==> config.mk <==
export PLATFORM = sky130hd
export DESIGN_NAME = yolo_anchor_target_assign
export DESIGN_NICKNAME = d
export VERILOG_FILES = /design/src/yat_pkg.sv /design/src/yat_div.sv /design/src/yat_ctrl.sv /design/src/yat_dp.sv /design/src/yolo_anchor_target_assign.sv
export SDC_FILE = /design/constraint.sdc
export NUM_CORES = 2
export LEC_CHECK = 0
export BUFFER_PORTS_ARGS = -buffer_cell sky130_fd_sc_hd__buf_2
export CAP_MARGIN = 20
export CORE_UTILIZATION = 57
export CTS_CLUSTER_SIZE = 24
export DETAILED_ROUTE_END_ITERATION = 6
export GPL_TIMING_DRIVEN = 0
export PLACE_DENSITY = 0.74
export SYNTH_ARGS = -nofsm -noshare
export SYNTH_HDL_FRONTEND = slang
export SYNTH_SLANG_ARGS = --single-unit
==> constraint.sdc <==
create_clock -name clk -period 15.1 [get_ports clk]
set_input_delay 3.02 -clock clk [delete_from_list [all_inputs] [get_ports clk]]
set_output_delay 3.02 -clock clk [all_outputs]
set_load 0.02 [all_outputs]
==> src/yat_pkg.sv <==
// ---------------------------------------------------------------------------
// yat_pkg - shared types and constants for the anchor target assigner
// Controller states, datapath operation codes, handshake structs, and
// configuration register indexes and reset values.
// ---------------------------------------------------------------------------
package yat_pkg;

    localparam int DEF_MAX_ANCHORS = 9;
    localparam int DEF_MAX_MASK    = 4;
    localparam int DEF_MAX_GRID    = 128;

    localparam int Q_W      = 17;              // Q1.16 box and anchor sides
    localparam int PROD_W   = 2 * Q_W;         // Q2.32 product
    localparam int UNI_W    = PROD_W + 2;      // union plus headroom
    localparam int DVD_W    = PROD_W + 16;     // product shifted by 16
    localparam int CLASS_W  = 10;
    localparam int SLOT_W   = 16;
    localparam int COUNT_W  = 16;
    localparam int AIX_W    = 4;               // anchor index field
    localparam int CFG_IX_W = 3;
    localparam int CFG_D_W  = 64;

    localparam logic [Q_W-1:0]     Q_MAX     = '1;
    localparam logic [COUNT_W-1:0] COUNT_MAX = '1;

    // register indexes
    localparam logic [CFG_IX_W-1:0] CFG_MASK_SETUP   = 3'd5;
    localparam logic [CFG_IX_W-1:0] CFG_GRID_SIZE    = 3'd6;
    localparam logic [CFG_IX_W-1:0] CFG_NETWORK_SIZE = 3'd7;

    localparam logic [23:0] MASK_RESET = 24'h110000;
    localparam logic [15:0] GRID_RESET = 16'h0D0D;
    localparam logic [31:0] NET_RESET  = 32'h01A0_01A0;

    typedef enum logic [3:0] {
        ST_IDLE,
        ST_TAREA,
        ST_ANC,
        ST_DIVW,
        ST_DIVH,
        ST_INTER,
        ST_UNION,
        ST_DIVI,
        ST_PICK,
        ST_MASK,
        ST_CELL,
        ST_SLOT,
        ST_DONE
    } state_t;

    typedef enum logic [3:0] {
        OP_NONE,
        OP_LOAD,
        OP_TAREA,
        OP_DIV_W,
        OP_DIV_H,
        OP_INTER,
        OP_UNION,
        OP_DIV_I,
        OP_PICK,
        OP_MASK,
        OP_CELL,
        OP_SLOT,
        OP_FINISH
    } op_t;

    typedef struct packed {
        op_t  op;
        logic ready;     // input side may take a word
    } cmd_t;

    typedef struct packed {
        logic div_done;  // current division result is available
        logic anc_more;  // anchors left to score
        logic uni_zero;  // union just formed is zero
        logic out_free;  // output register can take a result
    } stat_t;

endpackage

==> src/yat_div.sv <==
// ---------------------------------------------------------------------------
// yat_div - shared restoring divider
// Produces a 17-bit quotient one bit per cycle; the caller guarantees the
// quotient fits, so the upper dividend bits start as the partial remainder.
// ---------------------------------------------------------------------------
module yat_div
(
    input  logic                        clk,
    input  logic                        rst_n,
    input  logic                        start,
    input  logic [yat_pkg::DVD_W-1:0]   dividend,
    input  logic [yat_pkg::UNI_W-1:0]   divisor,
    output logic                        busy,
    output logic                        done,
    output logic [yat_pkg::Q_W-1:0]     quotient
);

    localparam int QW = yat_pkg::Q_W;
    localparam int RW = yat_pkg::UNI_W;

    logic [RW-1:0]    rem_reg, rem_next;
    logic [RW-1:0]    dvs_reg;
    logic [QW-1:0]    low_reg;
    logic [QW-1:0]    q_reg, q_next;
    logic [4:0]       cnt_reg;
    logic             busy_reg;
    logic [RW:0]      shifted;
    logic             ge;

    always_comb
    begin
        shifted  = {rem_reg, low_reg[QW-1]};
        ge       = shifted >= {1'b0, dvs_reg};
        rem_next = ge ? RW'(shifted - {1'b0, dvs_reg}) : RW'(shifted);
        q_next   = {q_reg[QW-2:0], ge};
    end

    always_ff @(posedge clk or negedge rst_n)
    begin
        if (!rst_n)
        begin
            busy_reg <= 1'b0;
            cnt_reg  <= '0;
        end
        else if (start && !busy_reg)
        begin
            busy_reg <= 1'b1;
            cnt_reg  <= 5'(QW - 1);
        end
        else if (busy_reg)
        begin
            cnt_reg <= cnt_reg - 5'd1;
            if (cnt_reg == '0)
                busy_reg <= 1'b0;
        end
    end

    always_ff @(posedge clk)
    begin
        if (start && !busy_reg)
        begin
            rem_reg <= RW'(dividend[yat_pkg::DVD_W-1:QW]);
            low_reg <= dividend[QW-1:0];
            dvs_reg <= divisor;
            q_reg   <= '0;
        end
        else if (busy_reg)
        begin
            rem_reg <= rem_next;
            low_reg <= {low_reg[QW-2:0], 1'b0};
            q_reg   <= q_next;
        end
    end

    assign busy     = busy_reg;
    assign done     = busy_reg && (cnt_reg == '0);
    assign quotient = q_next;

endmodule

==> src/yat_ctrl.sv <==
// ---------------------------------------------------------------------------
// yat_ctrl - sequencer for the anchor target assigner
// Walks each box through truth area, per-anchor scoring, mask lookup,
// cell and slot computation, and hands the result to the output register.
// ---------------------------------------------------------------------------
module yat_ctrl
(
    input  logic             clk,
    input  logic             rst_n,
    input  logic             in_valid,
    input  yat_pkg::stat_t   stat,
    output yat_pkg::cmd_t    cmd
);

    yat_pkg::state_t state_reg, state_next;

    always_ff @(posedge clk or negedge rst_n)
    begin
        if (!rst_n)
            state_reg <= yat_pkg::ST_IDLE;
        else
            state_reg <= state_next;
    end

    always_comb
    begin
        state_next = state_reg;
        case (state_reg)
            yat_pkg::ST_IDLE:  if (in_valid) state_next = yat_pkg::ST_TAREA;
            yat_pkg::ST_TAREA: state_next = yat_pkg::ST_ANC;
            yat_pkg::ST_ANC:   state_next = stat.anc_more ? yat_pkg::ST_DIVW
                                                          : yat_pkg::ST_MASK;
            yat_pkg::ST_DIVW:  if (stat.div_done) state_next = yat_pkg::ST_DIVH;
            yat_pkg::ST_DIVH:  if (stat.div_done) state_next = yat_pkg::ST_INTER;
            yat_pkg::ST_INTER: state_next = yat_pkg::ST_UNION;
            yat_pkg::ST_UNION: state_next = stat.uni_zero ? yat_pkg::ST_PICK
                                                          : yat_pkg::ST_DIVI;
            yat_pkg::ST_DIVI:  if (stat.div_done) state_next = yat_pkg::ST_PICK;
            yat_pkg::ST_PICK:  state_next = yat_pkg::ST_ANC;
            yat_pkg::ST_MASK:  state_next = yat_pkg::ST_CELL;
            yat_pkg::ST_CELL:  state_next = yat_pkg::ST_SLOT;
            yat_pkg::ST_SLOT:  state_next = yat_pkg::ST_DONE;
            yat_pkg::ST_DONE:  if (stat.out_free) state_next = yat_pkg::ST_IDLE;
            default:           state_next = yat_pkg::ST_IDLE;
        endcase
    end

    always_comb
    begin
        cmd.op    = yat_pkg::OP_NONE;
        cmd.ready = 1'b0;
        case (state_reg)
            yat_pkg::ST_IDLE:
            begin
                cmd.ready = 1'b1;
                if (in_valid) cmd.op = yat_pkg::OP_LOAD;
            end
            yat_pkg::ST_TAREA: cmd.op = yat_pkg::OP_TAREA;
            yat_pkg::ST_DIVW:  cmd.op = yat_pkg::OP_DIV_W;
            yat_pkg::ST_DIVH:  cmd.op = yat_pkg::OP_DIV_H;
            yat_pkg::ST_INTER: cmd.op = yat_pkg::OP_INTER;
            yat_pkg::ST_UNION: cmd.op = yat_pkg::OP_UNION;
            yat_pkg::ST_DIVI:  cmd.op = yat_pkg::OP_DIV_I;
            yat_pkg::ST_PICK:  cmd.op = yat_pkg::OP_PICK;
            yat_pkg::ST_MASK:  cmd.op = yat_pkg::OP_MASK;
            yat_pkg::ST_CELL:  cmd.op = yat_pkg::OP_CELL;
            yat_pkg::ST_SLOT:  cmd.op = yat_pkg::OP_SLOT;
            yat_pkg::ST_DONE:  if (stat.out_free) cmd.op = yat_pkg::OP_FINISH;
            default:           cmd.op = yat_pkg::OP_NONE;
        endcase
    end

endmodule

==> src/yat_dp.sv <==
// ---------------------------------------------------------------------------
// yat_dp - datapath for the anchor target assigner
// Holds configuration, the box under work, one shared 17x17 multiplier,
// the shared divider, best-anchor tracking, and the output register.
// ---------------------------------------------------------------------------
module yat_dp
#(
    parameter int MAX_ANCHORS = yat_pkg::DEF_MAX_ANCHORS,
    parameter int MAX_MASK    = yat_pkg::DEF_MAX_MASK,
    parameter int MAX_GRID    = yat_pkg::DEF_MAX_GRID
)
(
    input  logic                          clk,
    input  logic                          rst_n,
    input  yat_pkg::cmd_t                 cmd,
    output yat_pkg::stat_t                stat,
    input  logic                          cfg_we,
    input  logic [yat_pkg::CFG_IX_W-1:0]  cfg_index,
    input  logic [yat_pkg::CFG_D_W-1:0]   cfg_data,
    input  logic                          in_first,
    input  logic [yat_pkg::CLASS_W-1:0]   in_class,
    input  logic [yat_pkg::Q_W-1:0]       in_x,
    input  logic [yat_pkg::Q_W-1:0]       in_y,
    input  logic [yat_pkg::Q_W-1:0]       in_w,
    input  logic [yat_pkg::Q_W-1:0]       in_h,
    input  logic                          out_ready,
    output logic                          out_valid,
    output logic                          out_written,
    output logic [yat_pkg::SLOT_W-1:0]    out_slot,
    output logic [yat_pkg::AIX_W-1:0]     out_anchor,
    output logic [yat_pkg::CLASS_W-1:0]   out_class,
    output logic [yat_pkg::Q_W-1:0]       out_x,
    output logic [yat_pkg::Q_W-1:0]       out_y,
    output logic [yat_pkg::Q_W-1:0]       out_w,
    output logic [yat_pkg::Q_W-1:0]       out_h,
    output logic [yat_pkg::COUNT_W-1:0]   out_total
);

    localparam int QW     = yat_pkg::Q_W;
    localparam int ANC_W  = $clog2(MAX_ANCHORS + 1);
    localparam int AIDX_W = (MAX_ANCHORS > 1) ? $clog2(MAX_ANCHORS) : 1;
    localparam int MS_W   = (MAX_MASK > 1) ? $clog2(MAX_MASK) : 1;
    localparam int GRID_W = $clog2(MAX_GRID + 1);
    localparam int CELL_W = (MAX_GRID > 1) ? $clog2(MAX_GRID) : 1;
    localparam int SUM_W  = 2 * GRID_W + MS_W + 1;

    // configuration
    logic [15:0] anc_w_reg [MAX_ANCHORS];
    logic [15:0] anc_h_reg [MAX_ANCHORS];
    logic [23:0] mask_reg;
    logic [15:0] grid_reg;
    logic [31:0] net_reg;

    always_ff @(posedge clk or negedge rst_n)
    begin
        if (!rst_n)
        begin
            for (int k = 0; k < MAX_ANCHORS; k++)
            begin
                anc_w_reg[k] <= '0;
                anc_h_reg[k] <= '0;
            end
            mask_reg <= yat_pkg::MASK_RESET;
            grid_reg <= yat_pkg::GRID_RESET;
            net_reg  <= yat_pkg::NET_RESET;
        end
        else if (cfg_we)
        begin
            // anchor pair registers hold entries 2i and 2i+1
            for (int k = 0; k < MAX_ANCHORS; k++)
            begin
                if (cfg_index == yat_pkg::CFG_IX_W'(k >> 1))
                begin
                    if (k % 2 == 1)
                    begin
                        anc_w_reg[k] <= cfg_data[47:32];
                        anc_h_reg[k] <= cfg_data[63:48];
                    end
                    else
                    begin
                        anc_w_reg[k] <= cfg_data[15:0];
                        anc_h_reg[k] <= cfg_data[31:16];
                    end
                end
            end
            if (cfg_index == yat_pkg::CFG_MASK_SETUP)
                mask_reg <= cfg_data[23:0];
            if (cfg_index == yat_pkg::CFG_GRID_SIZE)
                grid_reg <= cfg_data[15:0];
            if (cfg_index == yat_pkg::CFG_NETWORK_SIZE)
                net_reg <= cfg_data[31:0];
        end
    end

    // derived configuration
    logic [3:0]        n_anc;
    logic [2:0]        n_mask;
    logic [GRID_W-1:0] gw, gh;
    logic [15:0]       net_w, net_h;

    function automatic logic [GRID_W-1:0] clamp_grid(input logic [7:0] g);
        logic [GRID_W-1:0] r;
        if (g == 8'd0)
            r = GRID_W'(1);
        else if (32'(g) > MAX_GRID)
            r = GRID_W'(MAX_GRID);
        else
            r = GRID_W'(g);
        return r;
    endfunction

    always_comb
    begin
        n_anc  = (32'(mask_reg[23:20]) > MAX_ANCHORS) ? 4'(MAX_ANCHORS) : mask_reg[23:20];
        n_mask = (32'(mask_reg[18:16]) > MAX_MASK) ? 3'(MAX_MASK) : mask_reg[18:16];
        gw     = clamp_grid(grid_reg[7:0]);
        gh     = clamp_grid(grid_reg[15:8]);
        net_w  = (net_reg[15:0] == '0) ? 16'd1 : net_reg[15:0];
        net_h  = (net_reg[31:16] == '0) ? 16'd1 : net_reg[31:16];
    end

    // box under work
    logic                        first_reg;
    logic [yat_pkg::CLASS_W-1:0] class_reg;
    logic [QW-1:0]               bx_reg, by_reg, bw_reg, bh_reg;
    logic [yat_pkg::PROD_W-1:0]  ta_reg, inter_reg;
    logic [yat_pkg::UNI_W-1:0]   uni_reg, uni_next;
    logic [QW-1:0]               aw_reg, ah_reg, iou_reg, best_iou_reg;
    logic [ANC_W-1:0]            anc_reg, best_reg;
    logic                        have_best_reg;
    logic                        hit_reg;
    logic [MS_W-1:0]             mslot_reg;
    logic [CELL_W-1:0]           cx_reg, cy_reg;
    logic [2*GRID_W-1:0]         area_reg;
    logic [yat_pkg::SLOT_W-1:0]  slot_reg;
    logic [yat_pkg::COUNT_W-1:0] count_reg, count_next;
    logic                        out_valid_reg;

    // shared multiplier
    logic [QW-1:0]              mul_a, mul_b;
    logic [yat_pkg::PROD_W-1:0] prod;

    always_comb
    begin
        mul_a = aw_reg;
        mul_b = ah_reg;
        case (cmd.op)
            yat_pkg::OP_TAREA:
            begin
                mul_a = bw_reg;
                mul_b = bh_reg;
            end
            yat_pkg::OP_INTER:
            begin
                mul_a = (aw_reg < bw_reg) ? aw_reg : bw_reg;
                mul_b = (ah_reg < bh_reg) ? ah_reg : bh_reg;
            end
            default:
            begin
                mul_a = aw_reg;
                mul_b = ah_reg;
            end
        endcase
        prod     = mul_a * mul_b;
        uni_next = yat_pkg::UNI_W'(prod) + yat_pkg::UNI_W'(ta_reg)
                   - yat_pkg::UNI_W'(inter_reg);
    end

    // divider feed: anchor normalization or IoU
    logic [AIDX_W-1:0]         aidx;
    logic [15:0]               pix, net_side;
    logic                      is_norm, is_div, sat;
    logic                      div_busy, div_done, div_start, done_any;
    logic [yat_pkg::DVD_W-1:0] dvd;
    logic [yat_pkg::UNI_W-1:0] dvs;
    logic [QW-1:0]             quot;

    always_comb
    begin
        aidx     = anc_reg[AIDX_W-1:0];
        is_norm  = (cmd.op == yat_pkg::OP_DIV_W) || (cmd.op == yat_pkg::OP_DIV_H);
        is_div   = is_norm || (cmd.op == yat_pkg::OP_DIV_I);
        pix      = (cmd.op == yat_pkg::OP_DIV_H) ? anc_h_reg[aidx] : anc_w_reg[aidx];
        net_side = (cmd.op == yat_pkg::OP_DIV_H) ? net_h : net_w;
        // quotient reaches 2.0 exactly when pix >= 2 * net
        sat      = is_norm && ({1'b0, pix} >= {net_side, 1'b0});
        if (is_norm)
        begin
            dvd = yat_pkg::DVD_W'({pix, 16'd0});
            dvs = yat_pkg::UNI_W'(net_side);
        end
        else
        begin
            dvd = {inter_reg, 16'd0};
            dvs = uni_reg;
        end
        div_start = is_div && !div_busy && !sat;
        done_any  = div_done || (sat && !div_busy);
    end

    yat_div u_div
    (
        .clk      (clk),
        .rst_n    (rst_n),
        .start    (div_start),
        .dividend (dvd),
        .divisor  (dvs),
        .busy     (div_busy),
        .done     (div_done),
        .quotient (quot)
    );

    // mask lookup: lowest matching slot wins
    logic            hit_c;
    logic [MS_W-1:0] mslot_c;

    always_comb
    begin
        hit_c   = 1'b0;
        mslot_c = '0;
        for (int j = MAX_MASK - 1; j >= 0; j--)
        begin
            if ((3'(j) < n_mask) && (mask_reg[4*j +: 4] == yat_pkg::AIX_W'(best_reg)))
            begin
                hit_c   = 1'b1;
                mslot_c = MS_W'(j);
            end
        end
    end

    // grid cell of the box center, clamped to the last cell
    logic [QW+GRID_W-1:0] pos_x, pos_y;
    logic [GRID_W:0]      cx_raw, cy_raw;
    logic [CELL_W-1:0]    cx_c, cy_c;
    logic [SUM_W-1:0]     slot_sum;

    always_comb
    begin
        pos_x  = (QW+GRID_W)'(bx_reg) * (QW+GRID_W)'(gw);
        pos_y  = (QW+GRID_W)'(by_reg) * (QW+GRID_W)'(gh);
        cx_raw = (GRID_W+1)'(pos_x >> 16);
        cy_raw = (GRID_W+1)'(pos_y >> 16);
        cx_c   = (cx_raw > (GRID_W+1)'(gw - 1'b1)) ? CELL_W'(gw - 1'b1) : CELL_W'(cx_raw);
        cy_c   = (cy_raw > (GRID_W+1)'(gh - 1'b1)) ? CELL_W'(gh - 1'b1) : CELL_W'(cy_raw);
        slot_sum = SUM_W'(mslot_reg) * SUM_W'(area_reg)
                 + SUM_W'(cy_reg) * SUM_W'(gw) + SUM_W'(cx_reg);
        count_next = (hit_reg && count_reg != yat_pkg::COUNT_MAX)
                   ? count_reg + 1'b1 : count_reg;
    end

    // control-side registers
    always_ff @(posedge clk or negedge rst_n)
    begin
        if (!rst_n)
        begin
            count_reg     <= '0;
            out_valid_reg <= 1'b0;
        end
        else
        begin
            if (cmd.op == yat_pkg::OP_LOAD && in_first)
                count_reg <= '0;
            else if (cmd.op == yat_pkg::OP_FINISH)
                count_reg <= count_next;
            if (cmd.op == yat_pkg::OP_FINISH)
                out_valid_reg <= 1'b1;
            else if (out_ready)
                out_valid_reg <= 1'b0;
        end
    end

    // working registers
    always_ff @(posedge clk)
    begin
        case (cmd.op)
            yat_pkg::OP_LOAD:
            begin
                first_reg     <= in_first;
                class_reg     <= in_class;
                bx_reg        <= in_x;
                by_reg        <= in_y;
                bw_reg        <= in_w;
                bh_reg        <= in_h;
                anc_reg       <= '0;
                best_reg      <= '0;
                have_best_reg <= 1'b0;
            end
            yat_pkg::OP_TAREA: ta_reg <= prod;
            yat_pkg::OP_DIV_W: if (done_any) aw_reg <= div_busy ? quot : yat_pkg::Q_MAX;
            yat_pkg::OP_DIV_H: if (done_any) ah_reg <= div_busy ? quot : yat_pkg::Q_MAX;
            yat_pkg::OP_INTER: inter_reg <= prod;
            yat_pkg::OP_UNION: uni_reg <= uni_next;
            yat_pkg::OP_DIV_I: if (div_done) iou_reg <= quot;
            yat_pkg::OP_PICK:
            begin
                // zero union never ranks; ties keep the earlier anchor
                if (uni_reg != '0 && (!have_best_reg || iou_reg > best_iou_reg))
                begin
                    have_best_reg <= 1'b1;
                    best_iou_reg  <= iou_reg;
                    best_reg      <= anc_reg;
                end
                anc_reg <= anc_reg + 1'b1;
            end
            yat_pkg::OP_MASK:
            begin
                hit_reg   <= hit_c;
                mslot_reg <= mslot_c;
            end
            yat_pkg::OP_CELL:
            begin
                cx_reg   <= cx_c;
                cy_reg   <= cy_c;
                area_reg <= (2*GRID_W)'(gw) * (2*GRID_W)'(gh);
            end
            yat_pkg::OP_SLOT: slot_reg <= yat_pkg::SLOT_W'(slot_sum);
            yat_pkg::OP_FINISH:
            begin
                out_written <= hit_reg;
                out_anchor  <= yat_pkg::AIX_W'(best_reg);
                out_slot    <= hit_reg ? slot_reg : '0;
                out_class   <= hit_reg ? class_reg : '0;
                out_x       <= hit_reg ? bx_reg : '0;
                out_y       <= hit_reg ? by_reg : '0;
                out_w       <= hit_reg ? bw_reg : '0;
                out_h       <= hit_reg ? bh_reg : '0;
                out_total   <= (first_reg && !hit_reg) ? '0 : count_next;
            end
            default: ;
        endcase
    end

    assign out_valid     = out_valid_reg;
    assign stat.div_done = done_any;
    assign stat.anc_more = 32'(anc_reg) < 32'(n_anc);
    assign stat.uni_zero = (uni_next == '0);
    assign stat.out_free = !out_valid_reg || out_ready;

endmodule

==> src/yolo_anchor_target_assign.sv <==
// ---------------------------------------------------------------------------
// yolo_anchor_target_assign - YOLO anchor target assignment, top level
// An anchor whose side saturates skips its normalizing divide, and a zero
// union skips the IoU divide. The shared bit-serial divider sets the pace.
// One box in flight; the next box is taken while a result waits on m_tready.
// Reset: asynchronous, active low; only control, count and config registers reset.
// ---------------------------------------------------------------------------
//
// Per box the sequencer computes the truth area, then for every configured
// anchor normalizes width and height by the network size (on the divider, or
// without a divide when the side saturates at 2.0), forms the intersection
// and union on one 17x17 multiplier, divides for IoU and keeps the strictly
// better anchor. The best anchor is looked up in the layer mask, the grid
// cell is clamped, and the slot index and running count go out.
module yolo_anchor_target_assign
#(
    parameter int MAX_ANCHORS = yat_pkg::DEF_MAX_ANCHORS,
    parameter int MAX_MASK    = yat_pkg::DEF_MAX_MASK,
    parameter int MAX_GRID    = yat_pkg::DEF_MAX_GRID
)
(
    input  logic                          clk,
    input  logic                          rst_n,
    // input words
    input  logic                          s_tvalid,
    output logic                          s_tready,
    // class_id[9:0], box_x[26:10], box_y[43:27], box_w[60:44], box_h[77:61]
    input  logic [79:0]                   s_tdata,
    // first_of_image[0]
    input  logic                          s_tuser,
    // result words
    output logic                          m_tvalid,
    input  logic                          m_tready,
    // slot[15:0], anchor_index[19:16], class_out[29:20], box_x_out[46:30],
    // box_y_out[63:47], box_w_out[80:64], box_h_out[97:81],
    // assigned_total[113:98]
    output logic [119:0]                  m_tdata,
    // written[0]
    output logic                          m_tuser,
    // configuration writes
    input  logic                          cfg_we,
    input  logic [yat_pkg::CFG_IX_W-1:0]  cfg_index,
    input  logic [yat_pkg::CFG_D_W-1:0]   cfg_data
);

    yat_pkg::cmd_t  cmd;
    yat_pkg::stat_t stat;

    logic [yat_pkg::SLOT_W-1:0]  o_slot;
    logic [yat_pkg::AIX_W-1:0]   o_anchor;
    logic [yat_pkg::CLASS_W-1:0] o_class;
    logic [yat_pkg::Q_W-1:0]     o_x, o_y, o_w, o_h;
    logic [yat_pkg::COUNT_W-1:0] o_total;

    yat_ctrl u_ctrl
    (
        .clk      (clk),
        .rst_n    (rst_n),
        .in_valid (s_tvalid),
        .stat     (stat),
        .cmd      (cmd)
    );

    yat_dp
    #(
        .MAX_ANCHORS (MAX_ANCHORS),
        .MAX_MASK    (MAX_MASK),
        .MAX_GRID    (MAX_GRID)
    )
    u_dp
    (
        .clk         (clk),
        .rst_n       (rst_n),
        .cmd         (cmd),
        .stat        (stat),
        .cfg_we      (cfg_we),
        .cfg_index   (cfg_index),
        .cfg_data    (cfg_data),
        .in_first    (s_tuser),
        .in_class    (s_tdata[9:0]),
        .in_x        (s_tdata[26:10]),
        .in_y        (s_tdata[43:27]),
        .in_w        (s_tdata[60:44]),
        .in_h        (s_tdata[77:61]),
        .out_ready   (m_tready),
        .out_valid   (m_tvalid),
        .out_written (m_tuser),
        .out_slot    (o_slot),
        .out_anchor  (o_anchor),
        .out_class   (o_class),
        .out_x       (o_x),
        .out_y       (o_y),
        .out_w       (o_w),
        .out_h       (o_h),
        .out_total   (o_total)
    );

    // ready only in the idle state; the output register decouples the far side
    assign s_tready = cmd.ready;
    assign m_tdata  = {6'd0, o_total, o_h, o_w, o_y, o_x, o_class, o_anchor, o_slot};

endmodule
# == After elaboration in Yosys (flattened, before gate mapping) ==
# Cells that the tools add are included.
# op_classes
addsub,12
n_mul,6
magnitude_cmp,17
eq_ne,42
mux,61
n_bitwise,1
reduce_logical,54
# ops
operator,count
16-bit two-way mux,12
16-bit binary-select mux with 4-bit select,2
4-bit one-hot mux with 12 select lines,2
17-bit two-way mux,5
17-bit one-hot mux with 2 select lines,2
33-bit two-way mux,2
17-bit by 8-bit multiplier with 25-bit output,2
50-bit two-way mux,1
4-bit == test (second input constant),10
4-bit two-way mux,10
37-bit by 36-bit >= comparator with 1-bit output,1
36-bit zero test,1
36-bit two-way mux,1
36-bit nonzero test,1
36-bit by 34-bit subtractor with 36-bit output,1
36-bit subtractor,1
34-bit by 34-bit adder with 35-bit output,1
17-bit less-than comparator,2
17-bit by 17-bit multiplier with 34-bit output,1
4-bit by 3-bit == test with 1-bit output (second input constant),8
16-bit zero test,2
8-bit two-way mux,4
2-bit AND reduction,13
9-bit greater-than comparator,2
47 further kinds,106
# word_totals
regBits,916
in_bits,153
output_inout_bits,123

# == Longest topological paths before layout ==
# logic_depth
depth_word,12
ltp_mapped,57
depth_no_buf,53

# == Hierarchy ==
# From an unflattened synthesis, not the netlist that was laid out.
# hier_totals
hier_cells,5994
hier_area_um2,66221.0
# by_module_without_submodules
module,instances,cells_per_inst,area_per_inst_um2
yat_dp,1,5246,59258.1
yat_div,1,686,6508.7
yat_ctrl,1,55,405.4
yolo_anchor_target_assign,1,7,48.8

# == Worst setup path after synthesis ==
# Ideal clock, no wire load.
# synth_path
kind,reg2reg
from,register u_ctrl.state_reg[0]
to,register u_ctrl.state_reg[2]
arrival_time_ps,11587
slack_ps,3383
stages_incl_launch_ff,48
n_path_buf,4
path_cell_list,dfrtp_1 > clkbuf_1 > nor2b_1 > nand2_1 > inv_1 > clkbuf_1 > a21oi_1 > o211ai_1 > clkbuf_1 > nand2_1 > fa_1 > fa_1 > inv_1 > fa_1 > inv_1 > fa_1 > fa_1 > fa_1 > [... 12 more ...] > o21a_1 > o21ai_0 > and3b_1 > a21boi_0 > o21ai_0 > nand2b_1 > a311o_1 > ha_1 > a21oi_1 > o21ai_0 > a21oi_1 > o211ai_1 > a31o_2 > a21oi_1 > xnor2_1 > or3_1 > nor4_4 > o21ai_1
# synth_between
elab_chain_cells,10
word_cells_on_any_way,40
# synth_rtl
item,line,rtl
from (decl),yat_ctrl.sv:15,"yat_pkg::state_t state_reg, state_next;"
from (signal assigned),yat_ctrl.sv:20,state_reg <= yat_pkg::ST_IDLE;
from (signal assigned),yat_ctrl.sv:22,state_reg <= state_next;
4-bit == test (tied with other cells),yat_ctrl.sv:52,case (state_reg)
4-bit one-hot mux with 12 select lines (*),yat_ctrl.sv:52,
4-bit by 3-bit == test with 1-bit output / 4-bit by 2-bit == test with 1-bit output (equally long branches),yat_dp.sv:147,case (cmd.op)
17-bit one-hot mux with 2 select lines,yat_dp.sv:147,
17-bit by 17-bit multiplier with 34-bit output (*),yat_dp.sv:164,prod = mul_a * mul_b;
named net u_dp.prod (one bit),yat_dp.sv:141,logic [yat_pkg::PROD_W-1:0] prod;
34-bit by 34-bit adder with 35-bit output (*),yat_dp.sv:165,uni_next = yat_pkg::UNI_W'(prod) + yat_pkg::UNI_W'(ta_reg)
36-bit by 34-bit subtractor with 36-bit output (*),yat_dp.sv:166,- yat_pkg::UNI_W'(inter_reg);
named net u_dp.uni_next (one bit),yat_dp.sv:127,"logic [yat_pkg::UNI_W-1:0] uni_reg, uni_next;"
36-bit zero test (*),yat_dp.sv:336,assign stat.uni_zero = (uni_next == '0);
4-bit two-way mux (*),yat_ctrl.sv:36,yat_pkg::ST_UNION: state_next = stat.uni_zero ? yat_pkg::ST_PICK
4-bit one-hot mux with 12 select lines (*),yat_ctrl.sv:28,case (state_reg)
# The timed path passes the listed nets; every way through them passes the cells marked *.
# A chain may end at the register's enable or synchronous reset.

# == Worst setup path in the final report ==
# Ends and elaborated chain as after synthesis.

==> results.md <==
- Post-Synthesis Cell Area: approximately 0.067 sq mm
- Hold Crit Start: u_dp.iou_reg[10]
- Largest net degree at the start of global routing: 96
- Final Skew: between 0.08 and 0.09 ns
- Critical-path maximum fanout: 10
- Initial antenna violation count: 8
- Final Hold Fails: 0
- Iteration-0 DRC Markers: ~4400
- Status: completed
- Minimum clock period: roughly 14 ns
- CP Capture Type: register
- Unrepaired setup endpoints after global routing: false
- Yosys cell types: between 90 and 100
- Worst Setup Start Kind: register
- Reg2Reg Setup Slack: about 0.75 ns
- Reg2Reg Capture Point: u_ctrl.state_reg[2]
- DP Cell Count: between 8000 and 9000
- Post-Route WL: about 180000 um
- CP max-delay cell: o211ai_1
- Final Wtd Congestion: between 0.9 and 1
- CTS Sinks: ~900
- WP data arrival: approximately 15 ns
- GRT Overall Usage: 0.306
- Share of layout cells above drive strength 1: 0.144
- Max-Cap Viols: 0
- TritonCTS buffer count: 95
- Ys Warns: 0
- Final std cells w/o fill: roughly 8300
- Row cnt: around 130
- Tcrit/Tclk final: 0.950
- Fmax: around 70 MHz
- Total Die Area: roughly 0.12 sq mm
- Vias in the first global route: 49504
- WP data required: between 15 and 20 ns
- Util after Layout: 0.639
- CTS root buf: clkbuf_16
- R2r worst-path depth: between 40 and 50
- Most common cell after layout, fill and taps aside: inv_1
- EDFF count, synth: ~490
- Worst reg2reg startpoint: u_ctrl.state_reg[0]
- CTS tree: yes
- Post-synthesis cell count: 6229
- Port Buffers: ~270
- Die H: approximately 350 um
- Post-CTS Hold Buffers: 0
- Hold Path Depth: 0
- Post-DP HPWL: 139000 um
- # IOs: roughly 280
- Core ar.: between 0.1 and 0.15 sq mm
- Setup CP Type: register to register
- CTS H-tree depth: 3
- WHS Endpoint: u_dp.best_iou_reg[10]
- Setup WS post-layout: between 0.7 and 0.8 ns
- Synthesis-stage register bit count: 899
- Place WS: roughly 0.52 ns
- Dominant synthesized flop cell: edfxtp_1
- Vias per inst: 5.91
- GR Overflow Total: 0
- Final Max Tran Viols: 0
- Via count: approximately 49000
- Seq/Total Area, Yosys: 0.370
- Chip Width: about 350 um
- Starting Density: 0.577
- Commonest cells after routing, fill and taps aside: 780 x inv_1, 604 x nand2_1, 500 x fa_1
- Worst Tran Pin Value: approximately 1.2 ns
- Drt wl/cell: 21.9 um
- First-pass GRT wire length: 284000 um
- Setup-failing EPs final: 0
- Hold crit path type: register to register
- Area growth from synthesis to layout: 10.8%
- Asr flop ratio synth: 0.429
- Total iterations of the first detailed-routing run: 6
- Clk buf depth: 3
- Drt drc: 0
- Mean Syn Cell Area: around 11 sq um
- Rel. slew slack: 0.183
- Net count, final: 7781
- DRT antenna net count: 0
- Clk_lat worst skew: ~0.73 ns
- Worst-path clk slew: 0.06 ns
- Crit-path max cell delay: between 0.6 and 0.7 ns
[worst max path at each step]
stage / startpoint / to / slack, ns / cells past startpoint
after detailed placement: u_ctrl.state_reg[0] / u_ctrl.state_reg[2] / 0.52 / 49
after global placement: u_ctrl.state_reg[0] / u_ctrl.state_reg[2] / -0.09 / 48
after global routing: u_dp.bw_reg[1] / u_ctrl.state_reg[2] / 0.12 / 53
after CTS: u_ctrl.state_reg[0] / u_ctrl.state_reg[2] / 0.42 / 49
after floorplan: u_ctrl.state_reg[0] / u_ctrl.state_reg[2] / 3.38 / 47
final: u_ctrl.state_reg[0] / u_ctrl.state_reg[2] / 0.75 / 47
[critical path: cells and delay by family (launching register included)]
kind	cells	cell delay (ns)
compound gates	16	4.80
fa+ha+maj	9	3.42
simple gates	12	3.09
buf+inv	7	1.83
xor+xnor	3	0.62
flops	1	0.41
[per-layer routing]
metal | part of all wire | up-vias | GRT usage
met4 | 0.033 | 10 | 0.0938
met1 | 0.42 | 24299 | 0.429
li1 | - | 21986 | -
met2 | 0.45 | 2096 | 0.479
met5 | 0.00036 | - | 0
met3 | 0.092 | 380 | 0.0672
[synthesized netlist by cell type (21+ instances only)]
cell / instances / area [sq um]
a21o_1: 76 / 571
a21oi_1: 192 / 961
and2_1: 345 / 2160
and3_1: 22 / 138
buf_1: 46 / 173
clkbuf_1: 216 / 811
dfrtp_1: 372 / 9310
edfxtp_1: 494 / 14800
fa_1: 500 / 10000
ha_1: 479 / 5990
inv_1: 782 / 2940
mux2_2: 366 / 4120
mux2i_1: 108 / 1080
mux4_2: 64 / 1440
nand2_1: 604 / 2270
nand2b_1: 70 / 438
nand3_1: 102 / 510
nand4_1: 30 / 188
nor2_1: 303 / 1140
nor2b_1: 53 / 332
nor3_1: 59 / 295
nor4_1: 25 / 156
o211ai_1: 93 / 698
o21a_1: 45 / 338
o21ai_0: 204 / 1020
o31ai_1: 21 / 158
xnor2_1: 146 / 1280
xor2_1: 53 / 464
[timing repair]
item | CTS | global route
setup endpoints to repair | 0 | 4
setup buffers | 0 | 15
resized for setup | 0 | 3
[area by class of cell]
class | count | area, sq um
clock buffers | 130 | 2610
flip-flops and latches | 899 | 24900
diodes | 3 | 7.51
repair buffers | 317 | 1990
multi-input cells | 4271 | 38400
plain buffers | 282 | 1100
clock inverters | 45 | 676
fillers | 9158 | 42000
well taps | 1524 | 1910
inverters | 783 | 2940
[per-stage QoR]
stage          area [sq um]  hold WS, ns  TNS (ns)
5_1_grt               74500        0.466         0
2_1_floorplan         67200        0.421         0
6_report              74500        0.458         0
4_1_cts               74200        0.459         0
3_5_place_dp          70900        0.442         0
3_3_place_gp          70500        0.440    -0.189
[cell families after synthesis]
| kind of cell | Yosys count | synth area share |
|---|---|---|
| AO/OA/AOI/OAI | 865 | 0.0849 |
| XOR/XNOR | 199 | 0.0259 |
| adder cells (fa/ha/maj) | 979 | 0.238 |
| buffers and inverters | 1065 | 0.0601 |
| flip-flops | 899 | 0.370 |
| multiplexers | 538 | 0.0988 |
| other | 2 | 0.000112 |
| AND/OR/NAND/NOR | 1682 | 0.122 |
Power is left out: the tool's default activity adds up to more than one toggle a clock period on the data nets, which glitch-free logic cannot reach.
